--- config.mk ---
export PLATFORM = sky130hd
export DESIGN_NAME = speck128_block_cipher_unit
export DESIGN_NICKNAME = d
export VERILOG_FILES = /design/src/rtl/core/spk_pkg.sv /design/src/rtl/core/speck128_block_cipher_unit.sv /design/src/rtl/core/spk_round_unit.sv /design/src/rtl/core/spk_key_store.sv
export SDC_FILE = /design/constraint.sdc
export NUM_CORES = 2
export LEC_CHECK = 0
export BUFFER_PORTS_ARGS = -buffer_cell sky130_fd_sc_hd__clkbuf_2
export CORE_MARGIN = 2
export CORE_UTILIZATION = 40
export DETAILED_ROUTE_END_ITERATION = 10
export PLACE_DENSITY = 0.67
export SLEW_MARGIN = 20
export SYNTH_ARGS = -nofsm -noshare
export SYNTH_HDL_FRONTEND = slang
export SYNTH_SLANG_ARGS = --single-unit
--- constraint.sdc ---
create_clock -name i_clk -period 8.7 [get_ports i_clk]
set_input_delay 0.435 -clock i_clk [delete_from_list [all_inputs] [get_ports i_clk]]
set_output_delay 0.435 -clock i_clk [all_outputs]
set_load 0.005 [all_outputs]
--- src/rtl/core/spk_pkg.sv ---
`timescale 1ns / 1ps
`default_nettype none

package spk_pkg;

    localparam int WORD_W      = 64;
    localparam int ROUND_COUNT = 32;
    localparam int RK_IDX_W    = (ROUND_COUNT > 1) ? $clog2(ROUND_COUNT) : 1;
    localparam int ROT_A       = 8;
    localparam int ROT_B       = 3;
    localparam int CFG_IDX_W   = 8;

    // register indexes
    localparam logic [CFG_IDX_W-1:0] REG_KEY_LOW  = CFG_IDX_W'(0);
    localparam logic [CFG_IDX_W-1:0] REG_KEY_HIGH = CFG_IDX_W'(1);

    // opcodes
    localparam logic OP_ENCRYPT = 1'b0;
    localparam logic OP_DECRYPT = 1'b1;

    typedef struct packed {
        logic              opcode;
        logic [WORD_W-1:0] block_low;
        logic [WORD_W-1:0] block_high;
    } t_spk_req;

    typedef struct packed {
        logic [WORD_W-1:0] out_low;
        logic [WORD_W-1:0] out_high;
    } t_spk_rsp;

    // round unit control
    typedef struct packed {
        logic decrypt;
    } t_spk_rnd_ctl;

endpackage

`default_nettype wire

--- src/rtl/core/speck128_block_cipher_unit.sv ---
`timescale 1ns / 1ps
`default_nettype none

// Speck 128/128 cipher unit, one round per clock on a shared round unit.
// Result: the strobe is registered and rises after the last round.
// Requests: a new one is taken only once the previous one has finished all its rounds.
// Key change or reset: the key is loaded (S_KEY_LOAD) and expanded (S_EXPAND), busy stays high.
// Reset is synchronous, active low; keys clear and the all-zero key is expanded.
// The receiver cannot stall: each result shows for one cycle only.
module speck128_block_cipher_unit
    import spk_pkg::*;
(
    input  wire                  i_clk,
    input  wire                  i_rst_n,
    // request channel
    input  wire                  start,
    output logic                 busy,
    input  wire t_spk_req        i_req,
    // result channel
    output logic                 o_rsp_valid,
    output t_spk_rsp             o_rsp,
    // configuration channel
    input  wire                  i_cfg_valid,
    output logic                 o_cfg_ready,
    input  wire [CFG_IDX_W-1:0]  i_cfg_index,
    input  wire [WORD_W-1:0]     i_cfg_data
);

    localparam logic [RK_IDX_W-1:0] RK_LAST    = RK_IDX_W'(ROUND_COUNT - 1);
    localparam logic [RK_IDX_W-1:0] RK_PRELAST = RK_IDX_W'(ROUND_COUNT - 2);

    typedef enum logic [1:0] {
        S_KEY_LOAD,
        S_EXPAND,
        S_IDLE,
        S_ROUND
    } t_state;

    // Configuration: key registers and the rekey request flag.
    logic [WORD_W-1:0] r_key_low;
    logic [WORD_W-1:0] r_key_high;
    logic              cfg_wr;
    logic              key_wr;

    assign o_cfg_ready = 1'b1;
    assign cfg_wr      = i_cfg_valid && o_cfg_ready;
    assign key_wr      = cfg_wr && ((i_cfg_index == REG_KEY_LOW) ||
                                    (i_cfg_index == REG_KEY_HIGH));

    always_ff @(posedge i_clk) begin
        if (!i_rst_n) begin
            r_key_low  <= '0;
            r_key_high <= '0;
        end else if (cfg_wr) begin
            if (i_cfg_index == REG_KEY_LOW) begin
                r_key_low <= i_cfg_data;
            end
            if (i_cfg_index == REG_KEY_HIGH) begin
                r_key_high <= i_cfg_data;
            end
        end
    end

    // Sequencer state and datapath registers.
    t_state            r_state,     n_state;
    logic              r_rekey,     n_rekey;
    logic [RK_IDX_W-1:0] r_cnt,     n_cnt;
    logic              r_op,        n_op;
    logic [WORD_W-1:0] r_x,         n_x;
    logic [WORD_W-1:0] r_y,         n_y;
    logic              r_rsp_valid, n_rsp_valid;
    t_spk_rsp          r_rsp,       n_rsp;

    // Shared round unit: key step during expansion, cipher round otherwise.
    t_spk_rnd_ctl      rnd_ctl;
    logic [WORD_W-1:0] rnd_rk;
    logic [WORD_W-1:0] rnd_x;
    logic [WORD_W-1:0] rnd_y;

    // Key store ports.
    logic                ks_we;
    logic [RK_IDX_W-1:0] ks_waddr;
    logic [WORD_W-1:0]   ks_wdata;
    logic [RK_IDX_W-1:0] ks_raddr;
    logic [WORD_W-1:0]   ks_rdata;

    logic req_take;

    // A pending key change holds requests off until the schedule is rebuilt.
    assign busy     = (r_state != S_IDLE) || r_rekey;
    assign req_take = start && !busy;

    always_comb begin
        rnd_ctl.decrypt = (r_state == S_ROUND) && (r_op == OP_DECRYPT);
        rnd_rk          = (r_state == S_EXPAND) ? WORD_W'(r_cnt) : ks_rdata;
    end

    spk_round_unit u_round (
        .i_ctl (rnd_ctl),
        .i_x   (r_x),
        .i_y   (r_y),
        .i_rk  (rnd_rk),
        .o_x   (rnd_x),
        .o_y   (rnd_y)
    );

    // Round key i is written at step i-1; key 0 is the low key word itself.
    always_comb begin
        ks_we    = 1'b0;
        ks_waddr = r_cnt + RK_IDX_W'(1);
        ks_wdata = rnd_y;
        case (r_state)
            S_KEY_LOAD: begin
                ks_we    = 1'b1;
                ks_waddr = '0;
                ks_wdata = r_key_low;
            end
            S_EXPAND: begin
                ks_we = 1'b1;
            end
            default: begin
                ks_we = 1'b0;
            end
        endcase
    end

    // Read address runs one round ahead, the store output is registered.
    always_comb begin
        if (r_state == S_ROUND) begin
            ks_raddr = (r_op == OP_DECRYPT) ? (RK_PRELAST - r_cnt)
                                            : (r_cnt + RK_IDX_W'(1));
        end else begin
            ks_raddr = (i_req.opcode == OP_DECRYPT) ? RK_LAST : '0;
        end
    end

    spk_key_store u_keys (
        .i_clk   (i_clk),
        .i_we    (ks_we),
        .i_waddr (ks_waddr),
        .i_wdata (ks_wdata),
        .i_raddr (ks_raddr),
        .o_rdata (ks_rdata)
    );

    always_comb begin
        n_state     = r_state;
        n_rekey     = r_rekey || key_wr;
        n_cnt       = r_cnt;
        n_op        = r_op;
        n_x         = r_x;
        n_y         = r_y;
        n_rsp_valid = 1'b0;
        n_rsp       = r_rsp;
        case (r_state)
            S_KEY_LOAD: begin
                // l in x, k in y
                n_rekey = key_wr;
                n_x     = r_key_high;
                n_y     = r_key_low;
                n_cnt   = '0;
                n_state = (ROUND_COUNT > 1) ? S_EXPAND : S_IDLE;
            end
            S_EXPAND: begin
                n_x   = rnd_x;
                n_y   = rnd_y;
                n_cnt = r_cnt + RK_IDX_W'(1);
                if (r_rekey) begin
                    // key rewritten mid-expansion: start over
                    n_state = S_KEY_LOAD;
                end else if (r_cnt == RK_PRELAST) begin
                    n_state = S_IDLE;
                end
            end
            S_IDLE: begin
                if (req_take) begin
                    n_op    = i_req.opcode;
                    n_x     = i_req.block_high;
                    n_y     = i_req.block_low;
                    n_cnt   = '0;
                    n_state = S_ROUND;
                end else if (r_rekey) begin
                    n_state = S_KEY_LOAD;
                end
            end
            S_ROUND: begin
                n_x   = rnd_x;
                n_y   = rnd_y;
                n_cnt = r_cnt + RK_IDX_W'(1);
                if (r_cnt == RK_LAST) begin
                    n_rsp_valid    = 1'b1;
                    n_rsp.out_low  = rnd_y;
                    n_rsp.out_high = rnd_x;
                    n_state        = S_IDLE;
                end
            end
            default: begin
                n_state = S_KEY_LOAD;
            end
        endcase
    end

    always_ff @(posedge i_clk) begin
        if (!i_rst_n) begin
            r_state     <= S_KEY_LOAD;
            r_rekey     <= 1'b0;
            r_cnt       <= '0;
            r_rsp_valid <= 1'b0;
        end else begin
            r_state     <= n_state;
            r_rekey     <= n_rekey;
            r_cnt       <= n_cnt;
            r_rsp_valid <= n_rsp_valid;
        end
        r_op  <= n_op;
        r_x   <= n_x;
        r_y   <= n_y;
        r_rsp <= n_rsp;
    end

    assign o_rsp_valid = r_rsp_valid;
    assign o_rsp       = r_rsp;

endmodule

`default_nettype wire

--- src/rtl/core/spk_round_unit.sv ---
`timescale 1ns / 1ps
`default_nettype none

// One Speck round, forward or inverse. The key step is a forward round
// with the round index in place of the round key.
module spk_round_unit
    import spk_pkg::*;
(
    input  wire t_spk_rnd_ctl      i_ctl,
    input  wire logic [WORD_W-1:0] i_x,
    input  wire logic [WORD_W-1:0] i_y,
    input  wire logic [WORD_W-1:0] i_rk,
    output logic      [WORD_W-1:0] o_x,
    output logic      [WORD_W-1:0] o_y
);

    logic [WORD_W-1:0] x_enc;
    logic [WORD_W-1:0] y_enc;
    logic [WORD_W-1:0] x_dec;
    logic [WORD_W-1:0] y_dec;
    logic [WORD_W-1:0] y_xor;
    logic [WORD_W-1:0] x_sub;

    assign x_enc = (((i_x >> ROT_A) | (i_x << (WORD_W - ROT_A))) + i_y) ^ i_rk;
    assign y_enc = ((i_y << ROT_B) | (i_y >> (WORD_W - ROT_B))) ^ x_enc;

    assign y_xor = i_y ^ i_x;
    assign y_dec = (y_xor >> ROT_B) | (y_xor << (WORD_W - ROT_B));
    assign x_sub = (i_x ^ i_rk) - y_dec;
    assign x_dec = (x_sub << ROT_A) | (x_sub >> (WORD_W - ROT_A));

    assign o_x = i_ctl.decrypt ? x_dec : x_enc;
    assign o_y = i_ctl.decrypt ? y_dec : y_enc;

endmodule

`default_nettype wire

--- src/rtl/core/spk_key_store.sv ---
`timescale 1ns / 1ps
`default_nettype none

// Round key memory: one write port, one registered read port.
module spk_key_store
    import spk_pkg::*;
(
    input  wire              i_clk,
    input  wire              i_we,
    input  wire [RK_IDX_W-1:0] i_waddr,
    input  wire [WORD_W-1:0] i_wdata,
    input  wire [RK_IDX_W-1:0] i_raddr,
    output logic [WORD_W-1:0] o_rdata
);

    logic [WORD_W-1:0] r_mem [ROUND_COUNT];
    logic [WORD_W-1:0] r_rdata;

    always_ff @(posedge i_clk) begin
        if (i_we) begin
            r_mem[i_waddr] <= i_wdata;
        end
        r_rdata <= r_mem[i_raddr];
    end

    assign o_rdata = r_rdata;

endmodule

`default_nettype wire

After elaboration in Yosys (flattened, before gate mapping)

Memory sizes are Yosys's and may differ from the RTL's. A register that Yosys moved wholly into a read port is not among the register bits.
Cells that the tools add are included.

Logic and storage cells: 77
RAM bits: 2048
Output and inout port bits: 131
Bits in read-only memories: 0
Register bits after elaboration: 394
Bits of input ports: 205
Memories: 1
Latch bits: 0

$lt $le $gt $ge: 0
Add/subtract/negate cells: 4
$mul: 0
Bitwise operators: 8
Reduce and logical (&&, ||, !) cells: 17
Shift-type cells: 0
Div/mod/pow operators: 0
Eq/ne operators: 11
Multiplexer cells: 25

Memories:

| memory       | words | bits a word | read ports | clocked after Yosys merged registers in | wr ports | RTL line            | source |
|---|---|---|---|---|---|---|---|
| u_keys.r_mem | 32    | 64          | 1          | 1                                       | 1        | spk_key_store.sv:16 | `logic [WORD_W-1:0] r_mem [ROUND_COUNT];` |

Operators with widths:

| operator            | count |
|---|---|
| $mux 64             | 6 |
| $pmux 64 s3         | 2 |
| $xor 64x64->64      | 4 |
| $add 64x64->64      | 1 |
| $or 56x64->64       | 1 |
| $or 61x64->64       | 1 |
| $or 64x3->64        | 1 |
| $or 64x8->64        | 1 |
| $sub 64x64->64      | 1 |
| $mux 5              | 5 |
| $pmux 5 s3          | 1 |
| $eq 5x5->1 const B  | 2 |
| $mux 2              | 5 |
| $reduce_and 2->1    | 5 |
| $eq 8x1->1 const B  | 1 |
| $logic_not 8->1     | 1 |
| $pmux 2 s4          | 1 |
| $add 5x1->5 const B | 1 |
| $mux 1              | 5 |
| $sub 5x5->5 const A | 1 |
| $eq 2x2->1 const B  | 2 |
| $ne 2x2->1 const B  | 2 |
| $reduce_or 2->1     | 2 |
| $logic_and 1x1->1   | 3 |
| other kinds (8)     | 10 |

Depth between registers and ports, before layout

Word-level depth: 7
Gate-level depth with buffers: 20
Mapped depth without buffers: 18

Modules after synthesis

A second synthesis with hierarchy kept.

Cells, all modules: 6195
Area, all modules: 107216.6 sq um

Modules (own cells, without submodules):

| module                     | instances | area an instance (sq um) | cells each | seq. area each (sq um) |
|---|---|---|---|---|
| spk_key_store              | 1         | 78964.5                  | 3097       | 62780.2 |
| speck128_block_cipher_unit | 1         | 16588.4                  | 1413       | 10460.0 |
| spk_round_unit             | 1         | 11663.7                  | 1685       | 0.0 |

Least setup slack after synthesis

No wires, ideal clock.

Path kind: flip-flop to flip-flop
Start: register r_state[1]
End: register r_rsp (netlist bit o_rsp[0]), enable pin
Setup time: 504 ps
Path buffers: 4
Slack: 3716 ps
Period minus slack after synthesis: 4984 ps
Cell stages (with the launch flop): 6
Data arrival time: 4480 ps
Path through: dfxtp_1 clkbuf_1 clkbuf_1 clkbuf_1 buf_1 and3_1

Cells in the longest elaborated chain, start to end: 2

Ends and longest elaborated chain:

| item                              | RTL line                          | source |
|---|---|---|
| from (decl)                       | speck128_block_cipher_unit.sv:65  | `t_state r_state, n_state;` |
| from (signal assigned)            | speck128_block_cipher_unit.sv:210 | `r_state <= n_state;` |
| $eq 2x2->1                        | speck128_block_cipher_unit.sv:155 | `case (r_state)` |
| $reduce_and 2->1 (no source line) | -                                 |  |
| to (signal assigned)              | speck128_block_cipher_unit.sv:218 | `r_rsp <= n_rsp;` |
| to (decl)                         | speck128_block_cipher_unit.sv:72  | `t_spk_rsp r_rsp, n_rsp;` |

No other way between the ends.
A chain may end at the register's enable or synchronous reset.

Worst setup path after layout

Start: register r_state[1]
End: register r_x[4] (data pin)

Cells in the longest elaborated chain, start to end: 7
Elaborated cells on any way between the ends: 13
Classes of those cells: add/sub: 1; eq/ne: 3; mux: 3; bitwise: 3; reduce/logical: 3

Ends and longest elaborated chain:

| item                 | RTL line                                                            | source |
|---|---|---|
| $eq 2x1->1           | speck128_block_cipher_unit.sv:95, speck128_block_cipher_unit.sv:155 |  |
| $mux 64              | speck128_block_cipher_unit.sv:95                                    | `rnd_rk = (r_state == S_EXPAND) ? WORD_W'(r_cnt) : ks_rdata;` |
| $xor 64x64->64       | spk_round_unit.sv:29                                                | `assign x_sub = (i_x ^ i_rk) - y_dec;` |
| $sub 64x64->64       | spk_round_unit.sv:29                                                |  |
| $or 64x8->64         | spk_round_unit.sv:30                                                | `assign x_dec = (x_sub << ROT_A) \| (x_sub >> (WORD_W - ROT_A));` |
| $mux 64              | spk_round_unit.sv:32                                                | `assign o_x = i_ctl.decrypt ? x_dec : x_enc;` |
| $pmux 64 s3 *        | speck128_block_cipher_unit.sv:155                                   |  |
| net n_x[4]           | speck128_block_cipher_unit.sv:69                                    | `logic [WORD_W-1:0] r_x, n_x;` |
| to (signal assigned) | speck128_block_cipher_unit.sv:216                                   | `r_x <= n_x;` |
| to (decl)            | speck128_block_cipher_unit.sv:69                                    |  |

Mark *: on every way through the listed nets, which the timed path passes. The rest lies on a longest branch.

==> metrics.cfg <==
[logic_synthesis]
syn_area_sq_um=110000
synthCells=9414
yosysMostFrequentCell=nand2_1
synthArstFlopShare_pct=0
synth_top_flop_cell=edfxtp_1
synth_edf_count=2305
synthDistinctLibCells=86
synth_area_leaders=edfxtp_1 63%, nand2_1 8.9%, dfxtp_1 3.7%, a311oi_1 3.1%, nand3_1 2.5%
yosysSeqAreaShare_pct=66.5
synth_area_per_cell_sq_um=11.7
yosysWarnings=0
syn-num-nets=9750
ys_top_cells_by_count=2622 x nand2_1, 2305 x edfxtp_1, 562 x clkbuf_1, 543 x nand3_1, 385 x a311oi_1
synth-seq-cells=2506
netlist.area_leader.share_pct=62.8
synth_area_leader_cell=edfxtp_1

[finish]
seq_area_sq_um=73200
final_core_util_pct=45.9
drive_gt1_share_pct=10.4
multi_input_area_sq_um=35000
nFillCells=24200
syn2layout_area_growth_pct=14.0
fin_nets=9999
final_cell_count_no_fill=13500

[hold_path]
hold_path.class=in -> reg
hold_depth=3

[timing]
fin_crit_sh_pct=78.2
hold_violations=0
period_minus_slack_ns=6.80
fin_ws_ns=1.90
worst_hold_slack_ns=0.0504
rsz0062_at_grt=no
worstMarginPinSlew_ns=1.20
final_max_slew_viol_count=0
setup_viol=0
fmax_mhz=147
tns_ns=0
finClkSkew_ns=0.0547
slew_headroom_pct=19.2

[die]
die_h_um=529
die-area_sq_um=280000
rows=192
io_pins=336
die_x_um=529
coreArea_sq_um=274000
initial_core_util_pct=40.2

[pwr]
p_leak_nw=44.6
irDropWorstVdd_uv=209
powerDensity_nw_per_um2=341

[cts]
numCtsBuffers=244
clkSlewWorstSetupHoldPaths_ns=0.07
clock-sinks=2506
htreeDepth=4
clock_latency_ns=0.94
cts_tree=done
clock-root-buffer=clkbuf_16
clk_path_buf_depth=4

[global_route]
grt-ovfl-total=0
grt_antenna_before_repair=22
grt_pass1_wl_um=521000
first_global_vias=74900
grt_start_max_net_pins=170
grt.total_usage_pct=25.3

[routing]
wl_um=367000
num_vias=79800
drtPass1Iterations=6
wire_per_inst_um=27.2
avgViaCountPerCell=5.93
first_iter_violations=10400
drtAntennaViolNets=0
drc=0

[worst_setup_path]
cp-start-kind=flop
end_kind=flop
path_class=reg -> reg
required_ns=9.39
ff2ff_path_depth=16
path_max_fanout=57
worstPathArrival_ns=7.49

[place]
preCtsSetupSlack_ns=2.02
dp.cells=12900
dp_hpwl_um=221000
portBuffers=334
gp_congestion=0.994

[status]
status=finished clean

[flow_run]
maxCapViolations=0

==> routing by layer <==
metal	part of all wire, %	track usage [%]
met1	41	35.4
met3	11	4.69
met2	45	38.8
met4	3.8	9.64
met5	0.026	0
==> cell usage in the layout (no fill, tap or decap), drive strengths merged, types with 10 or more instances in the layout <==
cell type	Yosys	layout
xnor2	292	292
o21ai	187	187
edfxtp	2305	2305
mux2	17	17
o21a	20	20
nor2	261	261
a21o	151	151
diode	0	10
a211oi	132	132
a21boi	140	140
inv	85	91
ha	129	129
bufinv	0	19
buf	73	181
nand2b	18	18
nor2b	63	63
xor2	89	89
and3	278	278
a21oi	361	361
a31oi	151	151
clkbuf	563	678
dlygate4sd3	0	125
nor3	33	33
nand2	2623	2623
a311oi	385	385
o22ai	12	12
o31ai	11	11
nand4	40	40
o21bai	30	30
clkinv	1	75
mux2i	89	89
nand3	544	544
dfxtp	201	201
a221oi	13	13
and2	18	18
==> worst paths after layout <==
kind                                     from                     endpoint  slack (ns)
hold / removal                     i_req[113]            r_y[49]$_DFFE_PP_        0.05
setup / recovery      r_state[1]$_SDFFE_PN0P_             r_x[4]$_DFFE_PP_        1.90
hold reg to reg   r_key_high[47]$_SDFFE_PN0P_  r_key_high[47]$_SDFFE_PN0P_        0.46
setup reg to reg      r_state[1]$_SDFFE_PN0P_             r_x[4]$_DFFE_PP_        1.90
==> worst max-delay path, stage by stage, from the launching register on <==
cell	delay, ns
dfxtp_4	0.84
nand2b_4	0.43
buf_4	0.59
mux2i_1	0.40
xnor2_1	0.18
fa_1	0.45
a21oi_1	0.29
o211ai_1	0.19
a31oi_2	0.44
o211ai_1	0.27
o211ai_1	0.54
o21ai_1	0.30
a221oi_1	0.72
o31a_1	0.28
o21ai_1	0.11
xnor2_1	0.19
a221oi_1	0.32
==> registers in the layout (all words and copies together) (netlist names) <==
name / flops
o_rsp_valid: 1
r_y: 64
r_x: 64
u_keys.o_rdata: 64
r_cnt: 5
r_op: 1
r_key_low: 64
r_state: 2
r_rekey: 1
o_rsp: 128
u_keys.r_mem: 2048
r_key_high: 64
==> power breakdown <==
group	switching (mW)	internal, mW	total [mW]	leakage [nW]
Combinational	10.7	4.62	15.3	17.8
Clock	4.58	6.01	10.6	3.87
Sequential	0.760	16.2	16.9	23.0
Total	16.0	26.8	42.9	44.6
==> metrics by stage <==
stage	cell area (sq um)	total power, mW
floorplan	110000	25.8
global placement	116000	31.7
detailed placement	116000	31.9
CTS	126000	42.4
global route	126000	44.3
finish	126000	42.9
==> repair_timing <==
action                    in CTS  in global routing
hold buffers                 125                  0
buffers inserted               0                  0
hold endpoints to repair     189                  0
resized for setup              0                  0
==> area by class of cell <==
class / count / share of cell area, %
antenna: 10 / 0.0199
timing repair buffer: 639 / 3.69
clock inverter: 104 / 0.853
multi-input combinational: 6186 / 27.9
tap: 3589 / 3.57
inverter: 86 / 0.259
clock buffer: 345 / 5.43
sequential: 2506 / 58.3
==> cell families after synthesis <==
logic type | synth area share (%)
simple gates | 15.1
flops | 66.5
buf+inv | 2.49
fa+ha+maj | 1.50
xor+xnor | 3.07
mux | 0.986
compound gates | 10.4
other cells | 0.00340
(Power assumes the default switching activity.)
